==> config.mk <==
export PLATFORM = sky130hd
export DESIGN_NAME = msgpack_value_encoder
export DESIGN_NICKNAME = d
export VERILOG_FILES = /design/src/hdl/msgpk_pkg.sv /design/src/hdl/msgpk_encode.sv /design/src/hdl/msgpk_serial.sv /design/src/hdl/msgpack_value_encoder.sv
export SDC_FILE = /design/constraint.sdc
export NUM_CORES = 1
export LEC_CHECK = 0
export ABC_AREA = 1
export BUFFER_PORTS_ARGS = -buffer_cell sky130_fd_sc_hd__buf_2
export CAP_MARGIN = 0
export CORE_UTILIZATION = 50
export CTS_BUF_LIST = sky130_fd_sc_hd__clkbuf_8
export CTS_CLUSTER_SIZE = 14
export DETAILED_ROUTE_END_ITERATION = 10
export GPL_TIMING_DRIVEN = 1
export PLACE_DENSITY = 0.7
export SETUP_SLACK_MARGIN = 0.3
export SLEW_MARGIN = 40
export SYNTH_ARGS = -nofsm -noshare
export SYNTH_HDL_FRONTEND = slang
export SYNTH_HIERARCHICAL = 1
export SYNTH_SLANG_ARGS = --single-unit
==> constraint.sdc <==
create_clock -name clk -period 8.45 [get_ports clk]
set_input_delay 2.1125 -clock clk [delete_from_list [all_inputs] [get_ports clk]]
set_output_delay 2.1125 -clock clk [all_outputs]
set_load 0.1 [all_outputs]
==> src/hdl/msgpk_pkg.sv <==
// ----------------------------------------------------------------------------
// msgpk_pkg
// Shared types and codes for the MessagePack value encoder.
// ----------------------------------------------------------------------------
package msgpk_pkg;

  // Input action codes.
  localparam logic [2:0] ACT_NULL  = 3'd0;
  localparam logic [2:0] ACT_BOOL  = 3'd1;
  localparam logic [2:0] ACT_INT   = 3'd2;
  localparam logic [2:0] ACT_FLOAT = 3'd3;
  localparam logic [2:0] ACT_STR   = 3'd4;
  localparam logic [2:0] ACT_ARRAY = 3'd5;
  localparam logic [2:0] ACT_MAP   = 3'd6;
  localparam logic [2:0] ACT_RAW   = 3'd7;

  // MessagePack tag bytes.
  localparam logic [7:0] TAG_NIL     = 8'hc0;
  localparam logic [7:0] TAG_FALSE   = 8'hc2;
  localparam logic [7:0] TAG_TRUE    = 8'hc3;
  localparam logic [7:0] TAG_FLOAT64 = 8'hcb;
  localparam logic [7:0] TAG_UINT8   = 8'hcc;
  localparam logic [7:0] TAG_UINT16  = 8'hcd;
  localparam logic [7:0] TAG_UINT32  = 8'hce;
  localparam logic [7:0] TAG_UINT64  = 8'hcf;
  localparam logic [7:0] TAG_INT8    = 8'hd0;
  localparam logic [7:0] TAG_INT16   = 8'hd1;
  localparam logic [7:0] TAG_INT32   = 8'hd2;
  localparam logic [7:0] TAG_INT64   = 8'hd3;
  localparam logic [7:0] TAG_FIXSTR  = 8'ha0;
  localparam logic [7:0] TAG_STR8    = 8'hd9;
  localparam logic [7:0] TAG_STR16   = 8'hda;
  localparam logic [7:0] TAG_STR32   = 8'hdb;
  localparam logic [7:0] TAG_FIXARR  = 8'h90;
  localparam logic [7:0] TAG_ARR16   = 8'hdc;
  localparam logic [7:0] TAG_ARR32   = 8'hdd;
  localparam logic [7:0] TAG_FIXMAP  = 8'h80;
  localparam logic [7:0] TAG_MAP16   = 8'hde;
  localparam logic [7:0] TAG_MAP32   = 8'hdf;

  // One encoded item: tag byte, then count content bytes taken from the
  // top of data (left aligned, most significant byte first).
  typedef struct packed {
    logic [7:0]  tag;
    logic [63:0] data;
    logic [3:0]  count;
  } frame_t;

endpackage

==> src/hdl/msgpk_encode.sv <==
// ----------------------------------------------------------------------------
// msgpk_encode
// Classifies one input item into its tag and content bytes and holds the
// result in a one-entry frame register.
// ----------------------------------------------------------------------------
module msgpk_encode (
  input  logic                  clk,
  input  logic                  rst,
  input  logic                  in_valid,
  output logic                  in_ready,
  input  logic [2:0]            action,
  input  logic signed [63:0]    value,
  input  logic [30:0]           length,
  input  logic [7:0]            payload_byte,
  output logic                  f_valid,
  input  logic                  f_ready,
  output msgpk_pkg::frame_t     frame
);
  import msgpk_pkg::*;

  frame_t      frame_next;
  logic [63:0] u;
  logic [31:0] len32;

  assign u        = value;
  assign len32    = {1'b0, length};
  assign in_ready = !f_valid || f_ready;

  always_comb begin
    frame_next.tag   = TAG_NIL;
    frame_next.data  = '0;
    frame_next.count = 4'd0;
    case (action)
      ACT_NULL: begin
        frame_next.tag = TAG_NIL;
      end
      ACT_BOOL: begin
        frame_next.tag = (u != 64'd0) ? TAG_TRUE : TAG_FALSE;
      end
      ACT_INT: begin
        if (!u[63]) begin
          if (u[63:7] == '0) begin
            frame_next.tag = u[7:0];
          end else if (u[63:8] == '0) begin
            frame_next.tag   = TAG_UINT8;
            frame_next.data  = {u[7:0], 56'd0};
            frame_next.count = 4'd1;
          end else if (u[63:16] == '0) begin
            frame_next.tag   = TAG_UINT16;
            frame_next.data  = {u[15:0], 48'd0};
            frame_next.count = 4'd2;
          end else if (u[63:32] == '0) begin
            frame_next.tag   = TAG_UINT32;
            frame_next.data  = {u[31:0], 32'd0};
            frame_next.count = 4'd4;
          end else begin
            frame_next.tag   = TAG_UINT64;
            frame_next.data  = u;
            frame_next.count = 4'd8;
          end
        end else begin
          // Negative values: the sign extension above each form's width
          // must be all ones for that form to hold the value.
          if (&u[63:5]) begin
            frame_next.tag = u[7:0];
          end else if (&u[63:7]) begin
            frame_next.tag   = TAG_INT8;
            frame_next.data  = {u[7:0], 56'd0};
            frame_next.count = 4'd1;
          end else if (&u[63:15]) begin
            frame_next.tag   = TAG_INT16;
            frame_next.data  = {u[15:0], 48'd0};
            frame_next.count = 4'd2;
          end else if (&u[63:31]) begin
            frame_next.tag   = TAG_INT32;
            frame_next.data  = {u[31:0], 32'd0};
            frame_next.count = 4'd4;
          end else begin
            frame_next.tag   = TAG_INT64;
            frame_next.data  = u;
            frame_next.count = 4'd8;
          end
        end
      end
      ACT_FLOAT: begin
        frame_next.tag   = TAG_FLOAT64;
        frame_next.data  = u;
        frame_next.count = 4'd8;
      end
      ACT_STR: begin
        if (length[30:5] == '0) begin
          frame_next.tag = TAG_FIXSTR | {3'd0, length[4:0]};
        end else if (length[30:8] == '0) begin
          frame_next.tag   = TAG_STR8;
          frame_next.data  = {len32[7:0], 56'd0};
          frame_next.count = 4'd1;
        end else if (length[30:16] == '0) begin
          frame_next.tag   = TAG_STR16;
          frame_next.data  = {len32[15:0], 48'd0};
          frame_next.count = 4'd2;
        end else begin
          frame_next.tag   = TAG_STR32;
          frame_next.data  = {len32, 32'd0};
          frame_next.count = 4'd4;
        end
      end
      ACT_ARRAY, ACT_MAP: begin
        if (length[30:4] == '0) begin
          frame_next.tag = ((action == ACT_ARRAY) ? TAG_FIXARR : TAG_FIXMAP)
                           | {4'd0, length[3:0]};
        end else if (length[30:16] == '0) begin
          frame_next.tag   = (action == ACT_ARRAY) ? TAG_ARR16 : TAG_MAP16;
          frame_next.data  = {len32[15:0], 48'd0};
          frame_next.count = 4'd2;
        end else begin
          frame_next.tag   = (action == ACT_ARRAY) ? TAG_ARR32 : TAG_MAP32;
          frame_next.data  = {len32, 32'd0};
          frame_next.count = 4'd4;
        end
      end
      ACT_RAW: begin
        frame_next.tag = payload_byte;
      end
      default: begin
        frame_next.tag = TAG_NIL;
      end
    endcase
  end

  always_ff @(posedge clk) begin
    if (rst) begin
      f_valid <= 1'b0;
    end else if (in_ready) begin
      f_valid <= in_valid;
    end
  end

  always_ff @(posedge clk) begin
    if (in_valid && in_ready) begin
      frame <= frame_next;
    end
  end

endmodule

==> src/hdl/msgpk_serial.sv <==
// ----------------------------------------------------------------------------
// msgpk_serial
// Sends a frame out one byte per transaction: the tag, then the content
// bytes most significant first, with last set on the final byte.
// ----------------------------------------------------------------------------
module msgpk_serial (
  input  logic              clk,
  input  logic              rst,
  input  logic              f_valid,
  output logic              f_ready,
  input  msgpk_pkg::frame_t frame,
  output logic              out_valid,
  input  logic              out_ready,
  output logic [7:0]        out_byte,
  output logic              last
);
  import msgpk_pkg::*;

  logic [63:0] data;
  logic [3:0]  remain;

  assign last    = (remain == 4'd0);
  // A new frame loads when the block is empty or its final byte leaves now.
  assign f_ready = !out_valid || (out_ready && last);

  always_ff @(posedge clk) begin
    if (rst) begin
      out_valid <= 1'b0;
      remain    <= 4'd0;
    end else if (f_ready) begin
      out_valid <= f_valid;
      if (f_valid) begin
        remain <= frame.count;
      end
    end else if (out_ready) begin
      remain <= remain - 4'd1;
    end
  end

  always_ff @(posedge clk) begin
    if (f_ready) begin
      if (f_valid) begin
        out_byte <= frame.tag;
        data     <= frame.data;
      end
    end else if (out_ready) begin
      out_byte <= data[63:56];
      data     <= {data[55:0], 8'd0};
    end
  end

endmodule

==> src/hdl/msgpack_value_encoder.sv <==
// ----------------------------------------------------------------------------
// msgpack_value_encoder
// Encodes one typed value per input transaction into its MessagePack bytes.
// ----------------------------------------------------------------------------
//
//   Channel | Handshake            | Payload
//   --------+----------------------+--------------------------------------
//   input   | in_valid / in_ready  | action, value, length, payload_byte
//   output  | out_valid / out_ready| out_byte, last
//
// An item is held in the encode register, then sent on the byte-wide output
// port as one tag byte plus 0, 1, 2, 4 or 8 content bytes.
// The output port sets the sustained rate, one byte per cycle while out_ready
// stays high; the next item waits in the encode register while the current
// one is sent. Reset is synchronous and clears both valid flags and remain.
// A stall on out_ready holds the current byte and backs up into in_ready.
module msgpack_value_encoder (
  input  logic               clk,
  input  logic               rst,
  input  logic               in_valid,
  output logic               in_ready,
  input  logic [2:0]         action,
  input  logic signed [63:0] value,
  input  logic [30:0]        length,
  input  logic [7:0]         payload_byte,
  output logic               out_valid,
  input  logic               out_ready,
  output logic [7:0]         out_byte,
  output logic               last
);
  import msgpk_pkg::*;

  logic   f_valid;
  logic   f_ready;
  frame_t frame;

  msgpk_encode u_encode (
    .clk          (clk),
    .rst          (rst),
    .in_valid     (in_valid),
    .in_ready     (in_ready),
    .action       (action),
    .value        (value),
    .length       (length),
    .payload_byte (payload_byte),
    .f_valid      (f_valid),
    .f_ready      (f_ready),
    .frame        (frame)
  );

  msgpk_serial u_serial (
    .clk       (clk),
    .rst       (rst),
    .f_valid   (f_valid),
    .f_ready   (f_ready),
    .frame     (frame),
    .out_valid (out_valid),
    .out_ready (out_ready),
    .out_byte  (out_byte),
    .last      (last)
  );

  // An accepted input transaction always lands in the encode register.
  a_accept_fills: assert property (@(posedge clk) disable iff (rst)
    in_valid && in_ready |=> f_valid)
    else $error("accepted item did not reach the encode register");

  // A frame waiting for the serializer is held unchanged.
  a_frame_held: assert property (@(posedge clk) disable iff (rst)
    f_valid && !f_ready |=> f_valid && $stable(frame))
    else $error("pending frame changed while stalled");

  // Content byte count is one of the legal MessagePack widths.
  a_count_legal: assert property (@(posedge clk) disable iff (rst)
    f_valid |-> (frame.count == 4'd0 || frame.count == 4'd1 ||
                 frame.count == 4'd2 || frame.count == 4'd4 ||
                 frame.count == 4'd8))
    else $error("illegal content byte count");

  // After the final byte leaves with nothing pending, the output goes idle.
  a_idle_after_last: assert property (@(posedge clk) disable iff (rst)
    out_valid && out_ready && last && !f_valid |=> !out_valid)
    else $error("output stayed valid after the final byte");

endmodule
; ---- Word level (Yosys, flattened, before mapping)
; Index checks and enable logic that the tools add are counted.
[totals]
register_bits = 154
inputBits = 110
out_inout_bits = 11
elab_cells = 75
[classes]
n_addsub = 1
n_eq_ne = 8
mux = 33
n_bitwise = 1
reduce_logical = 24
[ops]
columns = op, n
row1 = 76-bit two-way mux, 4
row2 = 68-bit two-way mux, 4
row3 = 68-bit case mux with 4 select lines, 1
row4 = 70-bit two-way mux, 3
row5 = 69-bit two-way mux, 3
row6 = 64-bit two-way mux, 3
row7 = 64-bit nonzero test, 1
row8 = 59-bit AND reduction, 1
row9 = 57-bit zero test, 1
row10 = 57-bit AND reduction, 1
row11 = 56-bit zero test, 1
row12 = 8-bit two-way mux, 7
row13 = 8-bit case mux with 7 select lines, 1
row14 = 49-bit AND reduction, 1
row15 = 48-bit zero test, 1
row16 = 33-bit AND reduction, 1
row17 = 32-bit zero test, 1
row18 = 27-bit zero test, 1
row19 = 26-bit zero test, 1
row20 = 23-bit zero test, 1
row21 = 15-bit zero test, 1
row22 = 3-bit equality test (second input constant), 4
row23 = 4-bit two-way mux, 3
row24 = 8-bit by 4-bit OR with 8-bit output, 1
row25 = other kinds (15), 20

; ---- Longest topological paths before layout
[logic_depth]
ltp_word = 7
mapped_depth = 14
ltp_nobuf = 13

; ---- By module
; Netlist, hierarchy kept.
[by_module_without_submodules]
columns = module, n_inst, cells_each, area_per_inst_um2, seq_area_each_um2
row1 = msgpk_encode, 1, 997, 6573.8, 2302.2
row2 = msgpk_serial, 1, 356, 3428.3, 2262.2

; ---- Worst setup path before layout
; OpenSTA, ideal clock, no wires.
[synth_timing]
path_kind = in2reg
startpoint = in out_ready
endpoint = reg u_encode/frame[0] (netlist name)
setup_ns = 0.535
t_arrival_ns = 6.230
required_ns = 7.915
slack_ns = 1.685
stages = 5
path_buffers = 1
path_cell_list = nand3_4 > nand2_4 > buf_2 > inv_1 > a21oi_1
[synth_between]
elab_chain_len = 4
[synth_lines]
columns = element, line
row1 = from (decl), msgpack_value_encoder.sv:27  ; input logic out_ready,
row2 = 1-bit logical AND, msgpk_serial.sv:24  ; assign f_ready = !out_valid || (out_ready && last);
row3 = 1-bit logical OR, msgpk_serial.sv:24
row4 = net f_ready, msgpack_value_encoder.sv:34  ; logic f_ready;
row5 = 1-bit logical OR, msgpk_encode.sv:27  ; assign in_ready = !f_valid || f_ready;
row6 = 1-bit logical AND, msgpk_encode.sv:139  ; if (in_valid && in_ready) begin
; The timed path passes the listed nets, and every way through them passes these cells.
; A chain may end at the register's enable or synchronous reset.

; ---- Worst setup path after layout
[layout_timing]
startpoint = in out_ready
endpoint = out in_ready
[layout_between]
elab_chain_len = 3
[layout_lines]
columns = element, line
row1 = 1-bit logical AND, msgpk_serial.sv:24
row2 = 1-bit logical OR, msgpk_serial.sv:24
row3 = net f_ready, msgpack_value_encoder.sv:34
row4 = 1-bit logical OR, msgpk_encode.sv:27
row5 = to (decl), msgpack_value_encoder.sv:21  ; output logic in_ready,
; The timed path passes the listed nets, and every way through them passes these cells.

==> metrics.md <==
| Metric | Value |
|---|---|
| Syn. warnings | 6 |
| Antenna violations before repair | 2 |
| Final hold vios | 0 |
| Detailed Place HPWL | 27.7 mm |
| Initial drt markers | 1267 |
| Global-route wire length before repair | 54.2 mm |
| Clock buffer depth | 2 |
| Worst Path Arrival | 3670 ps |
| Post-synthesis instance area | 10000 um2 |
| IO Port Bufs | 120 |
| DIE AREA | 20600 um2 |
| Post-CTS setup buffers | 0 |
| Final WL | 36.8 mm |
| Syn_area_per_cell | 7.39 um2 |
| CTS Root Cell | clkbuf_8 |
| Multiplexer share of the synthesized area | 0 |
| # IOs | 121 |
| CP Capture Type | output pin |
| Sequential element share of the synthesized area | 0.456 |
| Synth cell count leaders | nand2_1 (447), nand3_1 (162), nor2_1 (160) |
| FF-to-FF path depth | 8 |
| Ys async rst share | 0 |
| Tot GR Track Use | 0.365 |
| Hold Crit Start | u_serial/data[0] |
| Power after layout | 0.00179 W |
| Core ar. | 19500 um2 |
| Slew margin rel. | 0.472 |
| # clock sinks | 154 |
| Setup Skew | 9.09 ps |
| Residual DRC | 0 |
| Leakage | 4.96 nW |
| Die X | 143 um |
| EDFF count, synth | 148 |
| Synth Area in Compound Gates | 0.0824 |
| Fmax | 173 MHz |
| Final Wtd Congestion | 1.02 |
| Largest net degree at the start of global routing | 77 |
| Leading area contributor after synthesis | edfxtp_1 |
| Slew Limit Fails | 0 |
| Worst EP required | 6340 ps |
| Synth Register Bits | 154 |
| Nets | 1559 |
| P per Cell Area | 162 nW/um2 |
| Synth Instances | 1353 |
| Final worst path period share | 0.684 |
| Row count | 51 |
| Final ANT Viol Nets | 0 |
| Synth Area in Adders | 0.00125 |
| Vert. Die Dim | 143 um |
| CP Launch Type | primary input |
| Remaining global-route overflow | 0 |
| Netlist cell types | 46 |
| Most numerous cell in the Yosys netlist | nand2_1 |
| Syn-to-layout area delta | 10.6% |
| Slew @ Worst Pin | 785 ps |
| CTS clk-pin slew, worst paths | 80 ps |
| VDD IR max | 0.0868 mV |
| Vias | 9908 |
| Register-to-register setup slack | 5410 ps |
| CTS Hold Bufs | 0 |
| Hold worst-path end | u_serial/data[8] |
| Largest family of logic cells by synthesized area | simple AND/OR/NAND/NOR gates |
| Finish-stage setup viols | 0 |
| Crit Path Max Fanout | 72 |
| Reg-to-reg startpoint | u_serial/remain[0] |
| Max_cap viols | 0 |
| Drt first pass iters | 6 |
| Via density per instance | 5.74 |
| Layout fillers | 1910 |
| Vias in the first global route | 9104 |
| RSZ-0062 raised after global routing | false |
| CTS Buf Count | 17 |
| Setup CP Type | primary input to output pin |
| Setup TNS Final | 0 ps |
| H-tree levels | 4 |
| Worst R2R End | u_serial/data[14] |
| Initial Utilization | 0.512 |
| Hold WC Path Type | flip-flop to flip-flop |
| Status | finished clean |
| Routed length per placed instance | 21.3 um |
| Final min period | 5780 ps |
| Synth top area share | 0.444 |
| Largest cells by area after synthesis | edfxtp_1 (44%), nand2_1 (17%), nand3_1 (8.1%), nor2_1 (6.0%), inv_1 (5.0%) |
| CTS tree | done |
| Worst Hold Depth | 2 |
| Post-cts sizing count | 0 |
| Post-Synth Simple-Gate Area | 0.375 |
| Area share of xor/xnor cells in the synthesized design | 0.000876 |
| Syn nets | 1464 |
| Layout cells sized above 1 | 0.151 |
| Post-synth top flop | edfxtp_1 |
| Worst skew pair latency | 430 ps |
[where the power goes]
part	switching (W)	leakage, nW	internal, W	total (W)
Combinational	0.000280	3.30	0.0000921	0.000372
Sequential	0.0000220	1.51	0.000929	0.000951
Clock	0.000267	0.152	0.000201	0.000468
Total	0.000569	4.96	0.00122	0.00179
[cells in the final DEF, fill, tap and decap left out, types with 9 or more instances in the layout]
cell / netlist / layout
nand2_1: 447 / 447
nand3_1: 162 / 162
nor2_1: 160 / 160
edfxtp_1: 148 / 148
inv_1: 133 / 132
buf_2: 16 / 120
a21oi_1: 43 / 42
o21ai_0: 41 / 41
nand4_1: 22 / 22
o21ai_1: 19 / 19
clkbuf_8: 0 / 17
o211ai_1: 17 / 17
nand2_2: 15 / 15
inv_2: 11 / 12
nor3_1: 12 / 12
a22oi_1: 9 / 9
[registers in the layout (all words and copies together) (netlist names)]
name,cells
u_serial/out_valid,1
u_serial/remain,4
u_serial/data,64
u_encode/frame,76
u_encode/f_valid,1
u_serial/out_byte,8
[worst max-delay path by stage]
| stage | start | to | slack, ps | cells past startpoint |
|---|---|---|---|---|
| after floorplan | out_ready | u_encode/frame[0] | 1680 | 5 |
| after global placement | out_ready | in_ready | 2660 | 6 |
| after detailed placement | out_ready | in_ready | 2650 | 6 |
| after CTS | out_ready | in_ready | 2650 | 6 |
| after global routing | out_ready | in_ready | 2570 | 6 |
| final | out_ready | in_ready | 2670 | 6 |
[layer usage]
layer | global-route usage | wire length (um) | vias to the layer above
li1 | - | - | 4658
met1 | 0.497 | 15000 | 4542
met2 | 0.562 | 16300 | 598
met3 | 0.0640 | 3640 | 108
met4 | 0.180 | 1930 | 2
met5 | 0 | 10 | -
[critical path: stages]
cell and delay (ps):
buf_2 130, nand3_4 100, nand2_4 570, inv_1 200
nand2_1 120, buf_2 430
[logic make-up (layout without fill, tap and decap cells)]
family                   Yosys count  after routing
AO/OA/AOI/OAI                    145            145
XOR/XNOR                           1              1
adder cells (fa/ha/maj)            1              1
buffers and inverters            197            304
flip-flops                       154            154
other                              0              1
AND/OR/NAND/NOR                  855            855
[area by class of cell]
type	instances	area (um2)	area share
inverters	144	541	0.0489
multi-input cells	1002	4620	0.417
diodes	1	2.50	0.000226
flip-flops and latches	154	4560	0.413
clock buffers	17	234	0.0211
well taps	265	332	0.0300
repair buffers	129	672	0.0607
clock inverters	14	101	0.00916
[metrics by stage]
| step | util | std cells | worst slack (ps) | cell area (um2) | hold WS [ps] |
|---|---|---|---|---|---|
| global placement | 0.549 | 1694 | 2660 | 10700 | 491 |
| floorplan | - | 1353 | 1680 | 10000 | 470 |
| CTS | 0.566 | 1725 | 2650 | 11100 | 518 |
| finish | 0.567 | 1726 | 2670 | 11100 | 516 |
| global route | 0.567 | 1725 | 2570 | 11100 | 530 |
| detailed placement | 0.549 | 1694 | 2650 | 10700 | 496 |
No activity file was read; power rests on OpenSTA's default activity.
